==> src/design/ipv4_dotted_quad_parser_defines.svh <==
// ----------------------------------------------------------------------------
// IPv4 dotted-quad parser assertion macros
// Shared assertion helpers, clocked on i_clk and disabled in reset.
// ----------------------------------------------------------------------------
`ifndef IPV4_DOTTED_QUAD_PARSER_DEFINES_SVH
`define IPV4_DOTTED_QUAD_PARSER_DEFINES_SVH

// General clocked property check.
`define IPV4DQ_ASSERT(label, prop, msg) \
    label: assert property (@(posedge i_clk) disable iff (!i_rst_n) (prop)) \
        else $error(msg);

// The condition must never be true at a clock edge.
`define IPV4DQ_NEVER(label, cond, msg) \
    `IPV4DQ_ASSERT(label, !(cond), msg)

`endif

==> src/design/ipv4dq_pkg.sv <==
`timescale 1ns / 1ps
// ----------------------------------------------------------------------------
// IPv4 dotted-quad parser package
// Character codes, limits and the parse state and result types.
// ----------------------------------------------------------------------------
package ipv4dq_pkg;

    localparam logic [7:0] CH_ZERO     = 8'h30;
    localparam logic [7:0] CH_NINE     = 8'h39;
    localparam logic [7:0] CH_DOT      = 8'h2E;
    localparam logic [9:0] OCTET_MAX   = 10'd255;
    localparam logic [2:0] DOTS_NEEDED = 3'd3;
    localparam logic [2:0] DOTS_SAT    = 3'd4;
    localparam logic [2:0] DIGITS_MAX  = 3'd3;

    typedef struct packed {
        logic [9:0]      seg_value;
        logic [2:0]      seg_digits;
        logic            seg_lead_zero;
        logic [2:0]      dots_seen;
        logic            reject;
        logic            at_first_char;
        logic [2:0][7:0] done_octets;
    } t_parse_state;

    typedef struct packed {
        logic       addr_valid;
        logic [7:0] octet_first;
        logic [7:0] octet_second;
        logic [7:0] octet_third;
        logic [7:0] octet_fourth;
    } t_result;

    localparam t_parse_state PARSE_RESET = '{
        seg_value:     10'd0,
        seg_digits:    3'd0,
        seg_lead_zero: 1'b0,
        dots_seen:     3'd0,
        reject:        1'b0,
        at_first_char: 1'b1,
        done_octets:   '0
    };

endpackage

==> src/design/ipv4dq_step.sv <==
`timescale 1ns / 1ps
// ----------------------------------------------------------------------------
// IPv4 dotted-quad parser step
// Next parse state and terminator result for one character word.
// ----------------------------------------------------------------------------
module ipv4dq_step
    import ipv4dq_pkg::*;
(
    input  t_parse_state i_state,
    input  logic [7:0]   i_char_code,
    input  logic         i_end_of_string,
    output t_parse_state o_state,
    output t_result      o_result
);

    logic       is_digit;
    logic       is_dot;
    logic       seg_ok;
    logic [9:0] digit_val;
    logic [9:0] value_x10;
    logic       ok;

    assign is_digit  = (i_char_code >= CH_ZERO) && (i_char_code <= CH_NINE);
    assign is_dot    = (i_char_code == CH_DOT);
    assign digit_val = {2'b00, i_char_code - CH_ZERO};
    assign value_x10 = {i_state.seg_value[6:0], 3'b000} + {i_state.seg_value[8:0], 1'b0};

    assign seg_ok = (i_state.seg_digits != 3'd0)
                 && !(i_state.seg_lead_zero && (i_state.seg_digits > 3'd1))
                 && (i_state.seg_value <= OCTET_MAX);

    assign ok = !i_state.at_first_char && !i_state.reject
             && (i_state.dots_seen == DOTS_NEEDED) && seg_ok;

    always_comb begin
        o_result.addr_valid   = ok;
        o_result.octet_first  = ok ? i_state.done_octets[0] : 8'd0;
        o_result.octet_second = ok ? i_state.done_octets[1] : 8'd0;
        o_result.octet_third  = ok ? i_state.done_octets[2] : 8'd0;
        o_result.octet_fourth = ok ? i_state.seg_value[7:0] : 8'd0;
    end

    always_comb begin
        o_state = i_state;
        if (i_end_of_string) begin
            o_state = PARSE_RESET;
        end else begin
            if (i_state.at_first_char && (i_char_code == CH_ZERO)) begin
                o_state.reject = 1'b1;
            end
            o_state.at_first_char = 1'b0;
            if (is_digit) begin
                if ((i_state.seg_digits == 3'd0) && (i_char_code == CH_ZERO)) begin
                    o_state.seg_lead_zero = 1'b1;
                end
                if (i_state.seg_digits >= DIGITS_MAX) begin
                    o_state.reject = 1'b1;
                end else begin
                    o_state.seg_value  = value_x10 + digit_val;
                    o_state.seg_digits = i_state.seg_digits + 3'd1;
                end
            end else if (is_dot) begin
                if (!seg_ok) begin
                    o_state.reject = 1'b1;
                end
                if (i_state.dots_seen < DOTS_NEEDED) begin
                    o_state.done_octets[i_state.dots_seen[1:0]] = i_state.seg_value[7:0];
                end
                // The count saturates; the fourth dot already rejects the string.
                if (i_state.dots_seen < DOTS_SAT) begin
                    o_state.dots_seen = i_state.dots_seen + 3'd1;
                end
                if (i_state.dots_seen >= DOTS_NEEDED) begin
                    o_state.reject = 1'b1;
                end
                o_state.seg_value     = 10'd0;
                o_state.seg_digits    = 3'd0;
                o_state.seg_lead_zero = 1'b0;
            end else begin
                o_state.reject = 1'b1;
            end
        end
    end

endmodule

==> src/design/ipv4_dotted_quad_parser.sv <==
`timescale 1ns / 1ps
// ----------------------------------------------------------------------------
// IPv4 dotted-quad parser
// Parses an address string, one character per word, into four octets.
//
// The input channel (i_in_valid / o_in_ready) carries one ASCII character per
// word, followed by a word with i_end_of_string set that ends the string.
// The output channel (o_out_valid / i_out_ready) gives one word per
// terminator: o_addr_valid and the four octets, all zero when invalid.
// Character words produce no output word.
// Every word passes through an input register and one level of parse logic;
// a terminator's result goes from the input register into the output register
// once the output register is free. One word is accepted every cycle unless a
// terminator waits in the input register for the output register.
// When the receiver stalls, the result waits in the output register and
// characters of the next string keep flowing; only a second terminator waits
// in the input register until the output register is taken.
// Reset empties both registers and returns the parser to the start of a
// string; the parser also returns there after every terminator.
// ----------------------------------------------------------------------------
`include "ipv4_dotted_quad_parser_defines.svh"

module ipv4_dotted_quad_parser
    import ipv4dq_pkg::*;
(
    input  logic       i_clk,
    input  logic       i_rst_n,
    input  logic       i_in_valid,
    output logic       o_in_ready,
    input  logic [7:0] i_char_code,
    input  logic       i_end_of_string,
    output logic       o_out_valid,
    input  logic       i_out_ready,
    output logic       o_addr_valid,
    output logic [7:0] o_octet_first,
    output logic [7:0] o_octet_second,
    output logic [7:0] o_octet_third,
    output logic [7:0] o_octet_fourth
);

    logic         r_in_valid;
    logic [7:0]   r_char;
    logic         r_eos;
    t_parse_state r_state;
    t_parse_state n_state;
    logic         r_out_valid;
    t_result      r_result;
    t_result      n_result;

    logic out_free;
    logic advance;

    assign out_free   = !r_out_valid || i_out_ready;
    assign advance    = r_in_valid && (!r_eos || out_free);
    assign o_in_ready = !r_in_valid || advance;

    ipv4dq_step u_step (
        .i_state         (r_state),
        .i_char_code     (r_char),
        .i_end_of_string (r_eos),
        .o_state         (n_state),
        .o_result        (n_result)
    );

    always_ff @(posedge i_clk) begin
        if (!i_rst_n) begin
            r_in_valid <= 1'b0;
        end else if (o_in_ready) begin
            r_in_valid <= i_in_valid;
        end
    end

    always_ff @(posedge i_clk) begin
        if (o_in_ready && i_in_valid) begin
            r_char <= i_char_code;
            r_eos  <= i_end_of_string;
        end
    end

    always_ff @(posedge i_clk) begin
        if (!i_rst_n) begin
            r_state <= PARSE_RESET;
        end else if (advance) begin
            r_state <= n_state;
        end
    end

    always_ff @(posedge i_clk) begin
        if (!i_rst_n) begin
            r_out_valid <= 1'b0;
        end else if (advance && r_eos) begin
            r_out_valid <= 1'b1;
        end else if (i_out_ready) begin
            r_out_valid <= 1'b0;
        end
    end

    always_ff @(posedge i_clk) begin
        if (advance && r_eos) begin
            r_result <= n_result;
        end
    end

    assign o_out_valid    = r_out_valid;
    assign o_addr_valid   = r_result.addr_valid;
    assign o_octet_first  = r_result.octet_first;
    assign o_octet_second = r_result.octet_second;
    assign o_octet_third  = r_result.octet_third;
    assign o_octet_fourth = r_result.octet_fourth;

    `IPV4DQ_ASSERT(a_invalid_zero,
        (o_out_valid && !o_addr_valid) |-> ((o_octet_first == 8'd0)
            && (o_octet_second == 8'd0) && (o_octet_third == 8'd0)
            && (o_octet_fourth == 8'd0)),
        "rejected address carries nonzero octets")
    `IPV4DQ_ASSERT(a_restart,
        (advance && r_eos) |=> (r_state.at_first_char
            && (r_state.dots_seen == 3'd0) && !r_state.reject),
        "parser did not restart after terminator")
    `IPV4DQ_NEVER(a_dots_sat, r_state.dots_seen > DOTS_SAT, "dot count beyond saturation")
    `IPV4DQ_NEVER(a_digits_max, r_state.seg_digits > DIGITS_MAX,
        "segment digit count beyond limit")
    `IPV4DQ_NEVER(a_no_overwrite, r_out_valid && !i_out_ready && advance && r_eos,
        "result overwritten while stalled")

endmodule
==> config.mk <==
export PLATFORM = sky130hd
export DESIGN_NAME = ipv4_dotted_quad_parser
export DESIGN_NICKNAME = d
export VERILOG_FILES = /design/src/design/ipv4dq_pkg.sv /design/src/design/ipv4dq_step.sv /design/src/design/ipv4_dotted_quad_parser.sv
export VERILOG_INCLUDE_DIRS = /design/src /design/src/design
export SDC_FILE = /design/constraint.sdc
export NUM_CORES = 1
export LEC_CHECK = 0
export BUFFER_PORTS_ARGS = -buffer_cell sky130_fd_sc_hd__buf_2
export CAP_MARGIN = 10
export CORE_MARGIN = 8
export CORE_UTILIZATION = 44
export CTS_BUF_LIST = sky130_fd_sc_hd__clkbuf_8
export DETAILED_ROUTE_END_ITERATION = 8
export PLACE_DENSITY = 0.65
export SLEW_MARGIN = 20
export SYNTH_ARGS = -nofsm -noshare
export SYNTH_HDL_FRONTEND = slang
export SYNTH_SLANG_ARGS = --single-unit
==> constraint.sdc <==
create_clock -name i_clk -period 2.7 [get_ports i_clk]
set_input_delay 0.27 -clock i_clk [delete_from_list [all_inputs] [get_ports i_clk]]
set_output_delay 0.27 -clock i_clk [all_outputs]
set_load 0.03 [all_outputs]
==> metrics.txt <==
run status=finished, final reports clean; CTS tree=yes; worst rel slew slack=0.449; layout-stage area growth over the synthesis result=16.1%; final core utilization=0.514; number of setup violations in the final report=0; Final Cycle Share=0.944; path type of the worst min-delay path=in2reg; Fin Clk Skew=0.00877 ns; via count of the routed design=between 2,000 and 3,000; total clock sinks=87; Worst-Margin Slew=a little over 0.8 ns; netlist area before placement=4020 um2; required time of the critical path=around 3.0 ns; Root Buffer Master=sky130_fd_sc_hd__clkbuf_8; Vias per Instance=approximately 5.3; depth of the worst register-to-register path=9; warnings from Yosys=0; global-route wire length before repair=between 10 and 15 mm; CTS H-tree lvls=3; CP max FO=4; Placement Rows=35; DRC violation count after routing=0; number of hold violations in the final report=0; Buf+Inv Stages, Crit Path=0; Setup TNS Final=0 ns; final global-route overflow total=0; final net count=450; synth unique cells=51; hold_ws=between 0.08 and 0.09 ns; global-route total usage across every layer=0.137; clock buffers created by TritonCTS=9; via count of the first global-routing pass=~2,800; initial standard-cell utilization of the core=0.443; post-synthesis average cell area=roughly 11 um2; IO buf count=47; VDD IR-drop max=~0.24 mV; sequential fraction of the synthesis area=0.538; most common cell after layout, fill and taps aside=sky130_fd_sc_hd__buf_2; kind of end point of the critical path=flip-flop; critical-path cell list=ha_2, xnor2_2, fa_1, ha_4, o21ai_0, o21bai_1, a21oi_1, or4b_1, nand3_1; number of stages on the worst setup path=9; number of antenna diodes=0; maximum number of pins on one net before global-route repair=35; Largest delay share family, worst path=adder cells; ys flop type=sky130_fd_sc_hd__dfxtp_1; total power of the final layout=about 2.6 mW; max cap viols=0; share of synthesized registers carrying an async set or reset=0; highest-count cells in the layout ignoring fill and taps=sky130_fd_sc_hd__buf_2 (47), sky130_fd_sc_hd__dfxtp_1 (45), sky130_fd_sc_hd__edfxtp_1 (42); clock latency of the later-clocked register in the worst-skew pair=between 0.3 and 0.4 ns; height of the die=about 110 um; initial antenna violation count=0; average wire length per cell after detail routing=around 16 um; unrepaired setup endpoints after global routing=no; Synthesized Nets=~400; register bit count reported by yosys=87; delay contributed by the slowest stage of the critical path=~0.53 ns; Tmin final=2.55 ns; Post-synth EDFFs=42; I/O pin total=48; weighted congestion at the end of routability-driven global placement=just under 0.9; HPWL reported at the end of detailed placement=~6.0 mm; DRC violation total after the first TritonRoute iteration=between 100 and 150; largest buffer count on any clock path=2; type of the setup path with the least slack=reg2reg; core box area=roughly 9100 um2; critical path data arrival time=2.85 ns; Die X=approximately 110 um; number of instances in the placed design=between 500 and 600; final non-filler cell total=around 530; Achievable Freq=about 0.39 GHz; Lkg Pwr=about 1.8 nW; full die area=12,400 um2; detailed-routing iteration count for the pre-antenna-repair pass=4; total wirelength of the detailed-routed design=~8.3 mm; standard cell with the maximum stage delay on the critical path=sky130_fd_sc_hd__fa_1; layout cells sized above 1=0.214; Worst-path clk slew=about 0.090 ns; hold-critical path depth=1; Antenna Violating Nets Remaining=0; launching element type of the critical path=flip-flop; PD cells=~560 nW/um2; Syn Inst Count=359; fin. max-slew vios=0
-- flip-flops by register name (all words and copies together), names as in the netlist --
| register | flops |
|---|---|
| o_octet_second | 8 |
| r_state | 43 |
| r_eos | 1 |
| r_in_valid | 1 |
| o_addr_valid | 1 |
| o_octet_third | 8 |
| o_octet_fourth | 8 |
| o_octet_first | 8 |
| o_out_valid | 1 |
| r_char | 8 |
-- worst paths after layout --
check / slack [ns] / from / end
setup / recovery: 0.15 / r_char[5] / r_state[41]
hold reg to reg: 0.47 / r_state[1] / r_state[1]
hold / removal: 0.08 / i_end_of_string / r_eos
setup reg to reg: 0.15 / r_char[5] / r_state[41]
-- synthesized netlist by cell type (all sizes together), types with 3 or more instances --
cell     n  share of area
xnor2    4         0.0087
a21o     3         0.0056
dfxtp   45           0.22
edfxtp  42           0.31
a211oi   3         0.0056
nand3    6         0.0075
o22ai   17          0.026
a311o    7          0.017
and2    33          0.051
nand2b   3         0.0047
xor2     4         0.0087
o21ai    9          0.011
nor4     3         0.0047
nor3     4         0.0050
inv     18          0.017
nor4b    6          0.019
a21oi   10          0.012
nand3b   3          0.012
a22oi   10          0.019
nor2    27          0.028
nand4    3         0.0047
clkbuf   9         0.0084
nand2   29          0.027
ha      20          0.062
nor3b    8          0.016
fa       6          0.030
buf      7          0.011
o211ai   3         0.0056
-- per-stage QoR --
stage / setup slack (ns) / instance area, um2
2_1_floorplan: 0.305 / 4020
3_3_place_gp: 0.231 / 4390
3_5_place_dp: 0.117 / 4390
4_1_cts: 0.108 / 4620
5_1_grt: 0.0111 / 4660
6_report: 0.150 / 4660
-- what timing repair did --
item | CTS | global route
hold buffers | 0 | 0
resized for setup | 0 | 4
setup buffers | 0 | 1
setup endpoints to repair | 0 | 1
-- power breakdown --
group          switching (mW)  internal, mW  leakage, nW  total, mW
registers              0.0147          1.40        0.771       1.41
logic                   0.110        0.0557        0.938      0.166
clock network           0.494         0.532        0.108       1.03
-- layout make-up --
| class | instances | area (um2) |
|---|---|---|
| clock buffers | 9 | 124 |
| clock inverters | 7 | 104 |
| fillers | 802 | 4400 |
| inverters | 19 | 71.3 |
| multi-input cells | 237 | 1750 |
| flip-flops and latches | 87 | 2160 |
| well taps | 111 | 139 |
| repair buffers | 57 | 310 |
-- cell families after synthesis --
family	after synthesis	synth area share
AND/OR/NAND/NOR	132	0.194
flip-flops	87	0.538
AO/OA/AOI/OAI	71	0.121
buffers and inverters	35	0.0368
adder cells (fa/ha/maj)	26	0.0922
XOR/XNOR	8	0.0174
-- routing by layer --
layer	share of wire	track usage
met2	0.49	0.233
met3	0.054	0.0341
met1	0.44	0.156
met4	0.021	0.0693
met5	0	0
(Power assumes the default switching activity.)
